**config.mk**
```make
export PLATFORM = sky130hd
export DESIGN_NAME = mqtt_publish_deframer_core
export DESIGN_NICKNAME = d
export VERILOG_FILES = /design/src/hw/rtl/mpd_pkg.sv /design/src/hw/rtl/mpd_front.sv /design/src/hw/rtl/mpd_queue.sv /design/src/hw/rtl/mpd_back.sv /design/src/hw/rtl/mqtt_publish_deframer_core.sv
export SDC_FILE = /design/constraint.sdc
export NUM_CORES = 1
export LEC_CHECK = 0
export BUFFER_PORTS_ARGS = -buffer_cell sky130_fd_sc_hd__buf_4
export CAP_MARGIN = 20
export CELL_PAD_IN_SITES_DETAIL_PLACEMENT = 0
export CELL_PAD_IN_SITES_GLOBAL_PLACEMENT = 1
export CORE_MARGIN = 3
export CORE_UTILIZATION = 50
export DETAILED_ROUTE_END_ITERATION = 10
export GPL_TIMING_DRIVEN = 0
export PLACE_DENSITY = 0.78
export SYNTH_ARGS = -nofsm -noshare
export SYNTH_HDL_FRONTEND = slang
export SYNTH_SLANG_ARGS = --single-unit
```
**constraint.sdc**
```tcl
create_clock -name clk -period 8.1 [get_ports clk]
set_input_delay 0.81 -clock clk [delete_from_list [all_inputs] [get_ports clk]]
set_output_delay 0.81 -clock clk [all_outputs]
set_load 0.005 [all_outputs]
```
**src/hw/rtl/mpd_pkg.sv**
```systemverilog
package mpd_pkg;

  localparam logic [3:0]  PUBLISH_TYPE = 4'h3;
  localparam logic [16:0] CNT_MAX      = 17'h1FFFF;
  localparam logic [16:0] LAST_IN_LIMIT = 17'h0FFFE;
  localparam logic [16:0] MIN_FRAME_M1 = 17'd4;
  localparam logic [2:0]  LEN_BYTES_MAX = 3'd4;

  typedef enum logic [3:0] {
    ST_OK           = 4'd0,
    ST_SHORT        = 4'd1,
    ST_NOT_PUBLISH  = 4'd2,
    ST_LEN_TRUNC    = 4'd3,
    ST_LEN_TOO_LONG = 4'd4,
    ST_REM_EXCEEDS  = 4'd5,
    ST_NO_TOPIC_LEN = 4'd6,
    ST_TOPIC_TRUNC  = 4'd7,
    ST_REM_BELOW    = 4'd8,
    ST_OVER_LIMIT   = 4'd9
  } status_t;

  // everything the back end needs to judge one finished frame
  typedef struct packed {
    logic [16:0] cnt;
    logic        is_pub;
    logic        overrun;
    logic        done;
    logic [2:0]  lfb;
    logic [27:0] rem;
    logic [15:0] topic;
  } frame_sum_t;

endpackage

```
**src/hw/rtl/mpd_front.sv**
```systemverilog
module mpd_front
  import mpd_pkg::*;
(
  input  logic       clk,
  input  logic       rst_n,
  input  logic       accept,
  input  logic [7:0] data_byte,
  input  logic       last_byte,
  output logic       sum_push,
  output frame_sum_t sum
);

  logic [16:0] cnt_r, cnt_nxt;
  logic        is_pub_r, is_pub_nxt;
  logic [27:0] rem_r, rem_nxt;
  logic [2:0]  lfb_r, lfb_nxt;
  logic        done_r, done_nxt;
  logic        ovr_r, ovr_nxt;
  logic [15:0] topic_r, topic_nxt;
  logic [27:0] rem_part;
  logic [16:0] av;

  always_comb begin
    case (lfb_r[1:0])
      2'd0:    rem_part = {21'd0, data_byte[6:0]};
      2'd1:    rem_part = {14'd0, data_byte[6:0], 7'd0};
      2'd2:    rem_part = {7'd0, data_byte[6:0], 14'd0};
      default: rem_part = {data_byte[6:0], 21'd0};
    endcase
  end

  assign av = {14'd0, lfb_r} + 17'd1;

  always_comb begin
    is_pub_nxt = is_pub_r;
    rem_nxt    = rem_r;
    lfb_nxt    = lfb_r;
    done_nxt   = done_r;
    ovr_nxt    = ovr_r;
    topic_nxt  = topic_r;
    if (cnt_r == 17'd0) begin
      is_pub_nxt = (data_byte[7:4] == PUBLISH_TYPE);
    end else if (!done_r && !ovr_r) begin
      rem_nxt = rem_r | rem_part;
      lfb_nxt = lfb_r + 3'd1;
      if (!data_byte[7]) begin
        done_nxt = 1'b1;
      end else if (lfb_nxt >= LEN_BYTES_MAX) begin
        ovr_nxt = 1'b1;
      end
    end else if (done_r) begin
      if (cnt_r == av) begin
        topic_nxt[15:8] = data_byte;
      end else if (cnt_r == av + 17'd1) begin
        topic_nxt[7:0] = data_byte;
      end
    end
    cnt_nxt = (cnt_r == CNT_MAX) ? cnt_r : cnt_r + 17'd1;
  end

  assign sum_push = accept && last_byte;

  always_comb begin
    sum.cnt     = cnt_r;
    sum.is_pub  = is_pub_nxt;
    sum.overrun = ovr_nxt;
    sum.done    = done_nxt;
    sum.lfb     = lfb_nxt;
    sum.rem     = rem_nxt;
    sum.topic   = topic_nxt;
  end

  always_ff @(posedge clk) begin
    if (!rst_n || sum_push) begin
      cnt_r    <= '0;
      is_pub_r <= 1'b0;
      rem_r    <= '0;
      lfb_r    <= '0;
      done_r   <= 1'b0;
      ovr_r    <= 1'b0;
      topic_r  <= '0;
    end else if (accept) begin
      cnt_r    <= cnt_nxt;
      is_pub_r <= is_pub_nxt;
      rem_r    <= rem_nxt;
      lfb_r    <= lfb_nxt;
      done_r   <= done_nxt;
      ovr_r    <= ovr_nxt;
      topic_r  <= topic_nxt;
    end
  end

endmodule

```
**src/hw/rtl/mpd_queue.sv**
```systemverilog
module mpd_queue
  import mpd_pkg::*;
#(
  parameter int DEPTH = 4
) (
  input  logic       clk,
  input  logic       rst_n,
  input  logic       push,
  input  frame_sum_t wr_data,
  output logic       full,
  input  logic       pop,
  output logic       empty,
  output frame_sum_t rd_data
);

  localparam int PW = (DEPTH > 1) ? $clog2(DEPTH) : 1;
  localparam int CW = $clog2(DEPTH + 1);

  frame_sum_t    slot_r [DEPTH];
  logic [PW-1:0] wr_ptr_r, wr_ptr_nxt;
  logic [PW-1:0] rd_ptr_r, rd_ptr_nxt;
  logic [CW-1:0] count_r, count_nxt;
  logic          do_push, do_pop;

  assign full    = (count_r == CW'(DEPTH));
  assign empty   = (count_r == '0);
  assign do_push = push && !full;
  assign do_pop  = pop && !empty;
  assign rd_data = slot_r[rd_ptr_r];

  always_comb begin
    wr_ptr_nxt = wr_ptr_r;
    rd_ptr_nxt = rd_ptr_r;
    count_nxt  = count_r;
    if (do_push) begin
      wr_ptr_nxt = (wr_ptr_r == PW'(DEPTH - 1)) ? '0 : wr_ptr_r + PW'(1);
    end
    if (do_pop) begin
      rd_ptr_nxt = (rd_ptr_r == PW'(DEPTH - 1)) ? '0 : rd_ptr_r + PW'(1);
    end
    if (do_push && !do_pop) begin
      count_nxt = count_r + CW'(1);
    end else if (do_pop && !do_push) begin
      count_nxt = count_r - CW'(1);
    end
  end

  always_ff @(posedge clk) begin
    if (!rst_n) begin
      wr_ptr_r <= '0;
      rd_ptr_r <= '0;
      count_r  <= '0;
    end else begin
      wr_ptr_r <= wr_ptr_nxt;
      rd_ptr_r <= rd_ptr_nxt;
      count_r  <= count_nxt;
    end
  end

  always_ff @(posedge clk) begin
    if (do_push) begin
      slot_r[wr_ptr_r] <= wr_data;
    end
  end

endmodule

```
**src/hw/rtl/mpd_back.sv**
```systemverilog
module mpd_back
  import mpd_pkg::*;
(
  input  logic        clk,
  input  logic        rst_n,
  input  logic        sum_valid,
  input  frame_sum_t  sum,
  output logic        sum_pop,
  output logic        out_empty,
  input  logic        out_pop,
  output logic [3:0]  out_status,
  output logic [15:0] out_payload_offset,
  output logic [15:0] out_payload_length,
  output logic [15:0] out_topic_length
);

  logic        valid_r;
  status_t     status_r, status_nxt;
  logic [15:0] off_r, off_nxt;
  logic [15:0] plen_r, plen_nxt;
  logic [15:0] tlen_r, tlen_nxt;
  logic [16:0] flen;
  logic [16:0] av;
  logic [16:0] hdr_end;
  logic [16:0] topic_end;
  logic [28:0] rem_end;
  logic [16:0] topic_need;
  logic        load;

  assign flen       = sum.cnt + 17'd1;
  assign av         = {14'd0, sum.lfb} + 17'd1;
  assign hdr_end    = av + 17'd2;
  assign topic_end  = hdr_end + {1'b0, sum.topic};
  assign rem_end    = {1'b0, sum.rem} + {12'd0, av};
  assign topic_need = {1'b0, sum.topic} + 17'd2;

  always_comb begin
    status_nxt = ST_OK;
    off_nxt    = '0;
    plen_nxt   = '0;
    tlen_nxt   = '0;
    if (sum.cnt > LAST_IN_LIMIT) begin
      status_nxt = ST_OVER_LIMIT;
    end else if (sum.cnt < MIN_FRAME_M1) begin
      status_nxt = ST_SHORT;
    end else if (!sum.is_pub) begin
      status_nxt = ST_NOT_PUBLISH;
    end else if (sum.overrun) begin
      status_nxt = ST_LEN_TOO_LONG;
    end else if (!sum.done) begin
      status_nxt = ST_LEN_TRUNC;
    end else if (rem_end > {12'd0, flen}) begin
      status_nxt = ST_REM_EXCEEDS;
    end else if (hdr_end > flen) begin
      status_nxt = ST_NO_TOPIC_LEN;
    end else if (topic_end > flen) begin
      status_nxt = ST_TOPIC_TRUNC;
      tlen_nxt   = sum.topic;
    end else if (sum.rem < {11'd0, topic_need}) begin
      status_nxt = ST_REM_BELOW;
      tlen_nxt   = sum.topic;
    end else begin
      tlen_nxt = sum.topic;
      off_nxt  = topic_end[15:0];
      plen_nxt = sum.rem[15:0] - topic_need[15:0];
    end
  end

  // output register refills while its current result is being taken
  assign load    = sum_valid && (!valid_r || out_pop);
  assign sum_pop = load;

  always_ff @(posedge clk) begin
    if (!rst_n) begin
      valid_r <= 1'b0;
    end else if (load) begin
      valid_r <= 1'b1;
    end else if (out_pop) begin
      valid_r <= 1'b0;
    end
  end

  always_ff @(posedge clk) begin
    if (load) begin
      status_r <= status_nxt;
      off_r    <= off_nxt;
      plen_r   <= plen_nxt;
      tlen_r   <= tlen_nxt;
    end
  end

  assign out_empty          = !valid_r;
  assign out_status         = status_r;
  assign out_payload_offset = off_r;
  assign out_payload_length = plen_r;
  assign out_topic_length   = tlen_r;

endmodule

```
**src/hw/rtl/mqtt_publish_deframer_core.sv**
```systemverilog
// MQTT PUBLISH frame deframer.
// Input queue port: one frame byte per transfer on in_data_byte, with
// in_last_byte high on the final byte of the frame. A transfer happens when
// in_push is high and in_full is low.
// Result queue port: one result per frame, given when the final byte is
// taken. The oldest result sits on out_status, out_payload_offset,
// out_payload_length and out_topic_length while out_empty is low; out_pop
// with out_empty low takes it.
// Throughput: one byte per cycle while in_full is low, set by the header tracker in
// the front end. A frame's summary is registered in the queue, then in the output register.
// Finished frames pass through a QUEUE_DEPTH-entry queue of frame summaries
// to the back end, which runs the status checks and loads an output
// register. When the receiver stalls, results pile up in that queue; once it
// is full, in_full goes high and holds off further bytes.
// Reset (synchronous, rst_n low) drops any partial frame and all pending
// results.
module mqtt_publish_deframer_core
  import mpd_pkg::*;
#(
  parameter int QUEUE_DEPTH = 4
) (
  input  logic        clk,
  input  logic        rst_n,
  input  logic        in_push,
  output logic        in_full,
  input  logic [7:0]  in_data_byte,
  input  logic        in_last_byte,
  output logic        out_empty,
  input  logic        out_pop,
  output logic [3:0]  out_status,
  output logic [15:0] out_payload_offset,
  output logic [15:0] out_payload_length,
  output logic [15:0] out_topic_length
);

  frame_sum_t wr_sum, rd_sum;
  logic       accept;
  logic       sum_push;
  logic       q_empty;
  logic       sum_pop;

  assign accept = in_push && !in_full;

  mpd_front u_front (
    .clk       (clk),
    .rst_n     (rst_n),
    .accept    (accept),
    .data_byte (in_data_byte),
    .last_byte (in_last_byte),
    .sum_push  (sum_push),
    .sum       (wr_sum)
  );

  mpd_queue #(
    .DEPTH (QUEUE_DEPTH)
  ) u_queue (
    .clk     (clk),
    .rst_n   (rst_n),
    .push    (sum_push),
    .wr_data (wr_sum),
    .full    (in_full),
    .pop     (sum_pop),
    .empty   (q_empty),
    .rd_data (rd_sum)
  );

  mpd_back u_back (
    .clk                (clk),
    .rst_n              (rst_n),
    .sum_valid          (!q_empty),
    .sum                (rd_sum),
    .sum_pop            (sum_pop),
    .out_empty          (out_empty),
    .out_pop            (out_pop),
    .out_status         (out_status),
    .out_payload_offset (out_payload_offset),
    .out_payload_length (out_payload_length),
    .out_topic_length   (out_topic_length)
  );

endmodule

```
Word level (Yosys, flattened, before mapping)
Memories as Yosys holds them, arrays and structs flattened. A register that Yosys moved wholly into a read port is not among the register bits.
Index checks and enable logic that the tools add are counted.
{"block": "word_totals", "reg_bits": 127, "ram_bits": 268, "inputBits": 13, "elab_cells": 118, "n_memories": 1}
{"name": "u_queue.slot_r", "depth": 4, "word_bits": 67, "rd": 1, "rd_clocked_by_memory_dff": 1, "wr": 1, "line": "mpd_queue.sv:19", "rtl": "frame_sum_t slot_r [DEPTH];"}
{"block": "op_classes", "n_addsub": 15, "order_cmp": 7, "eq_ne": 9, "mux": 37, "n_bitwise": 4, "reduce_logical": 28}
{"cell": "$pmux W28 S3", "count": 1}
{"cell": "$mux W28", "count": 2}
{"cell": "$add A17 B1 Y17 const B", "count": 3}
{"cell": "$mux W16", "count": 3}
{"cell": "$eq A17 B17 Y1", "count": 2}
{"cell": "$gt A17 B17 Y1", "count": 2}
{"cell": "$mux W4", "count": 8}
{"cell": "$add A28 B17 Y29", "count": 1}
{"cell": "$gt A29 B17 Y1", "count": 1}
{"cell": "$lt A28 B17 Y1", "count": 1}
{"cell": "$or A28 B28 Y28", "count": 1}
{"cell": "$mux W8", "count": 3}
{"cell": "$add A16 B2 Y17 const B", "count": 1}
{"cell": "$add A17 B16 Y17", "count": 1}
{"cell": "$add A17 B2 Y17 const B", "count": 1}
{"cell": "$eq A17 B17 Y1 const B", "count": 1}
{"cell": "$gt A17 B16 Y1 const B", "count": 1}
{"cell": "$logic_not A17 Y1", "count": 1}
{"cell": "$lt A17 B3 Y1 const B", "count": 1}
{"cell": "$sub A16 B16 Y16", "count": 1}
{"cell": "$mux W1", "count": 12}
{"cell": "$mux W3", "count": 4}
{"cell": "$reduce_or A9 Y1", "count": 1}
{"cell": "$add A3 B1 Y4 const B", "count": 2}
{"cell": "20 further kinds", "count": 45}

Logic depth before layout (Yosys ltp)
{"block": "depth", "depth_word": 11, "depth_mapped": 31, "mapped_depth_nobuf": 23}

By module
From an unflattened synthesis, not the netlist that was laid out.
{"block": "unflattened", "cells_unflattened": 1400, "hier_area_um2": 19160.9}
{"mod": "mpd_queue", "instances": 1, "cells_each": 401, "area_per_inst_um2": 10176.0, "seq_area_each_um2": 8227.9}
{"mod": "mpd_back", "instances": 1, "cells_each": 595, "area_per_inst_um2": 5434.0, "seq_area_each_um2": 1581.5}
{"mod": "mpd_front", "instances": 1, "cells_each": 402, "area_per_inst_um2": 3533.4, "seq_area_each_um2": 1341.3}
{"mod": "mqtt_publish_deframer_core", "instances": 1, "cells_each": 2, "area_per_inst_um2": 17.5, "seq_area_each_um2": 0.0}

Worst setup path before layout
Ideal clock, no wire load.
{"block": "synth_path", "path_type": "register to register", "startpoint": "reg with a tool-made name", "endpoint": "reg u_back.plen_r[4] (netlist: u_back.out_payload_length[4]) (data pin)", "setup_time_ns": 0.169, "t_arrival_ns": 6.938, "path_slack_ns": 0.993, "path_stages_with_launch": 29, "path_buffers": 8, "synth_period_minus_slack_ns": 7.107, "cell_sequence": "dfxtp_1 buf_6 buf_6 buf_4 buf_2 buf_2 buf_1 mux4_2 ha_1 inv_1 fa_1 inv_1 o21ai_0 o21ai_1 nor2b_1 nand2_1 nor3_1 xor2_1 ha_1 nand4_1 nor2_1 a211o_1 a21oi_1 o211ai_1 or4_4 or3_1 buf_6 buf_6 nor4_4"}
{"element": "end signal: assignment", "line": "mpd_back.sv:87", "rtl": "plen_r <= plen_nxt;"}
{"element": "end: declaration", "line": "mpd_back.sv:20", "rtl": "logic [15:0] plen_r, plen_nxt;"}

==> results.py <==
metrics = {
    "status": {
        "outcome": "finished clean",
    },
    "sta": {
        "fin_crit_sh_pct": 92.7,
        "finalSetupTns_ps": 0,
        "skew_ps": 19.3,
        "slew_viol_final": 0,
        "relSlewSlack_pct": 43.3,
        "hold_viol": 0,
        "worst_pin_slew_ps": 848,
        "fmax_mhz": 133,
        "rsz0062_at_grt": "no",
        "setup_viol": 0,
        "finalCriticalPeriod_ps": 7510,
    },
    "synth": {
        "synth-main-ff-cell": "edfxtp_1",
        "syn_area_per_cell_um2": 14.0,
        "syn_area_um2": 18800,
        "synthDistinctLibCells": 75,
        "ys_ff_latch": 397,
        "synth-edff-count": 320,
        "synthArstFlopShare_pct": 0,
        "ys_warn_count": 0,
        "synthCells": 1342,
        "syn_nets": 1444,
        "yosysSeqAreaShare_pct": 59.2,
    },
    "worst_setup_path": {
        "r2r-end": "u_back.out_topic_length[12]",
        "end_kind": "flop",
        "cp-endpoint": "u_back.out_topic_length[12]",
        "arrival_ps": 7920,
        "path_class": "flop to flop",
        "critical_path.max_fanout": 28,
        "startpoint_type": "flop",
        "r2r_cells": 24,
        "r2r_slack_ps": 590,
        "cp.required_ps": 8510,
    },
    "floorplanning": {
        "pin_count": 67,
        "die_w_um": 200,
        "row_count": 70,
        "start_util_pct": 51.1,
        "core_um2": 36900,
        "die_area_um2": 40000,
        "dieHeight_um": 200,
    },
    "route": {
        "drt_iter0_drc": 792,
        "num_vias": 11200,
        "wirelength_mm": 41.8,
        "post-route-drc-count": 0,
        "first_pass_iters": 5,
        "ant_nets": 0,
        "routedWlPerCell_um": 21.0,
        "drt-vias-per-instance": 5.65,
    },
    "placement": {
        "gp_congestion": 0.921,
        "dpl.hpwl_mm": 30.7,
        "place_inst": 1917,
        "port_buffers": 66,
        "dpl_cell_area_um2": 20100,
    },
    "layout": {
        "final_cells": 1988,
        "syn_to_final_growth_pct": 13.7,
        "fillers": 2893,
        "drive_gt1_share_pct": 17.0,
        "regArea_um2": 11200,
        "multi_input_area_um2": 7240,
        "design_area_um2": 21400,
        "finalNetCount": 1553,
        "antennaDiodeCount": 0,
    },
    "cts": {
        "cts_tree": "built",
        "htree_levels": 2,
        "numCtsBuffers": 41,
        "cts.root.buffer_cell": "clkbuf_16",
        "postCtsSetupBuffers": 0,
        "insertion_delay_ps": 560,
        "clock_sinks": 397,
        "cts_buffer_depth": 3,
        "path_clk_slew_ps": 60,
    },
    "grt": {
        "antenna_found_initial": 0,
        "grt_max_degree": 52,
        "grt_pass1_vias": 11100,
        "grt_pass1_wl_mm": 64.2,
        "gr-total-overflow": 0,
        "grt_usage_pct": 21.5,
    },
    "power": {
        "ir_worst_vdd_v": 0.000196,
        "p_leak_uw": 0.00793,
        "power_density_nw_per_um2": 374,
    },
    "flow_run": {
        "drv_cap": 0,
    },
    "worst_hold_path": {
        "hold_path.class": "flop to flop",
    },
}
cells in the final DEF (no fill, tap or decap), types with 30 or more instances in the layout:
cell / Yosys / routed
edfxtp_1: 320 / 320
nor3b_1: 43 / 43
xnor2_1: 55 / 55
xor2_1: 41 / 41
dfxtp_1: 77 / 77
buf_4: 3 / 68
mux4_2: 55 / 55
a21o_1: 42 / 42
inv_1: 53 / 53
clkbuf_16: 0 / 41
nor3_1: 30 / 30
nand2_1: 55 / 55
nand3_1: 37 / 37
nor2_1: 102 / 102
clkbuf_1: 25 / 31
ha_1: 85 / 85
per-stage QoR:
step / worst slack (ps) / hold slack, ps / utilization (%) / power (uW)
3_3_place_gp: -781 / 465 / 54.1 / 6160
3_5_place_dp: -906 / 480 / 54.5 / 6220
6_report: 593 / 487 / 58.0 / 8000
5_1_grt: 110 / 516 / 58.0 / 8560
2_1_floorplan: 993 / 454 / - / 5130
4_1_cts: 45.9 / 494 / 58.0 / 8060
synthesized netlist by cell type, types with 4 or more instances:
cell / instances / area, um^2
buf_6: 5 / 56.3
nor3b_1: 43 / 323
a21oi_1: 29 / 145
xnor2_1: 55 / 482
dfxtp_1: 77 / 1540
or2_2: 4 / 25.0
buf_1: 6 / 22.5
a21o_1: 42 / 315
or3_1: 11 / 68.8
buf_2: 7 / 35.0
and3_1: 11 / 68.8
mux4_1: 11 / 289
edfxtp_1: 320 / 9610
nor4_1: 10 / 62.6
nand2b_1: 8 / 50.1
and2_1: 24 / 150
inv_1: 53 / 199
nor2_1: 102 / 383
mux4_2: 55 / 1240
nor2b_1: 20 / 125
nand4_1: 20 / 125
nand2_1: 55 / 206
xor2_1: 41 / 359
nand3_1: 37 / 185
ha_1: 85 / 1060
o21a_1: 8 / 60.1
mux2_2: 18 / 203
fa_1: 4 / 80.1
a31oi_1: 5 / 31.3
o21ai_0: 28 / 140
clkbuf_1: 25 / 93.8
nor3_1: 30 / 150
mux2i_1: 26 / 260
how the worst min path moves through the flow:
stage	end	slack, ps	startpoint	cells after the start
3_5_place_dp	u_front.topic_r[14]	480	u_front.topic_r[14]	2
3_3_place_gp	u_front.topic_r[3]	470	u_front.topic_r[3]	2
4_1_cts	u_front.topic_r[1]	490	u_front.topic_r[1]	2
2_1_floorplan	u_front.topic_r[0]	450	u_front.topic_r[0]	2
5_1_grt	u_front.rem_r[24]	520	u_front.rem_r[24]	2
6_report	u_front.topic_r[14]	490	u_front.topic_r[14]	2
kinds of logic (layout without fill, tap and decap cells):
group	count (synthesis)	in the layout	synth area share (%)
and+or+nand+nor	401	401	11.8
DFF	397	397	59.2
AOI/OAI and AO/OA	145	145	5.19
muxes	111	111	10.7
buffers and inverters	101	243	2.49
xor gates and xnor gates	97	97	4.55
adders and majority gates	90	90	6.13
layout make-up:
| class | count | area share [%] |
|---|---|---|
| buffer | 43 | 1.22 |
| clock buffer | 49 | 4.93 |
| clock inverter | 27 | 1.18 |
| inverter | 53 | 0.930 |
| multi-input combinational | 844 | 33.8 |
| sequential | 397 | 52.1 |
| tap | 504 | 2.95 |
| timing repair buffer | 71 | 2.85 |
power breakdown:
group | switching (uW) | internal (uW) | leakage, uW | total (uW)
sequential | 68.8 | 2450 | 0.00367 | 2520
clock | 779 | 1040 | 0.000634 | 1820
combinational | 2100 | 1560 | 0.00363 | 3660
state kept, by name, indices dropped and copies added, names as in the netlist, named ones only:
| signal | flops |
|---|---|
| u_queue.wr_ptr_r | 2 |
| u_back.out_payload_length | 16 |
| u_front.done_r | 1 |
| u_front.is_pub_r | 1 |
| u_queue.slot_r | 268 |
| u_front.lfb_r | 3 |
| u_queue.count_r | 3 |
| u_front.cnt_r | 17 |
| u_back.out_status | 4 |
| u_front.rem_r | 28 |
| u_front.ovr_r | 1 |
| u_queue.rd_ptr_r | 2 |
| u_back.valid_r | 1 |
| u_front.topic_r | 16 |
| u_back.out_topic_length | 16 |
| u_back.out_payload_offset | 16 |
worst max-delay path: stages, from the launching register on:
cell	delay, ps
dfxtp_1	460
buf_2	390
buf_6	380
clkbuf_2	370
mux4_2	420
ha_1	440
inv_1	140
fa_1	470
inv_1	90
o21ai_0	80
o21ai_1	360
nor2b_1	440
nand2_1	130
nor3_1	260
xor2_1	180
ha_1	260
nand4_1	170
nor2_1	80
a211o_1	310
a21oi_1	180
o211ai_1	150
or4_4	570
nor4_4	530
clkbuf_1	290
and2_1	180
layer usage:
layer	track usage [%]	wire (um)	up-vias
met5	0	0	-
met4	8.71	1690	0
met3	4.20	2230	80
met2	34.8	19500	299
met1	28.9	18400	5556
li1	-	-	5306
what timing repair did:
item	CTS	global route
setup endpoints to repair	52	52
resized for setup	2	4
gates cloned	0	0
hold buffers	0	0
Note: power is estimated with default switching activity, not from simulation.
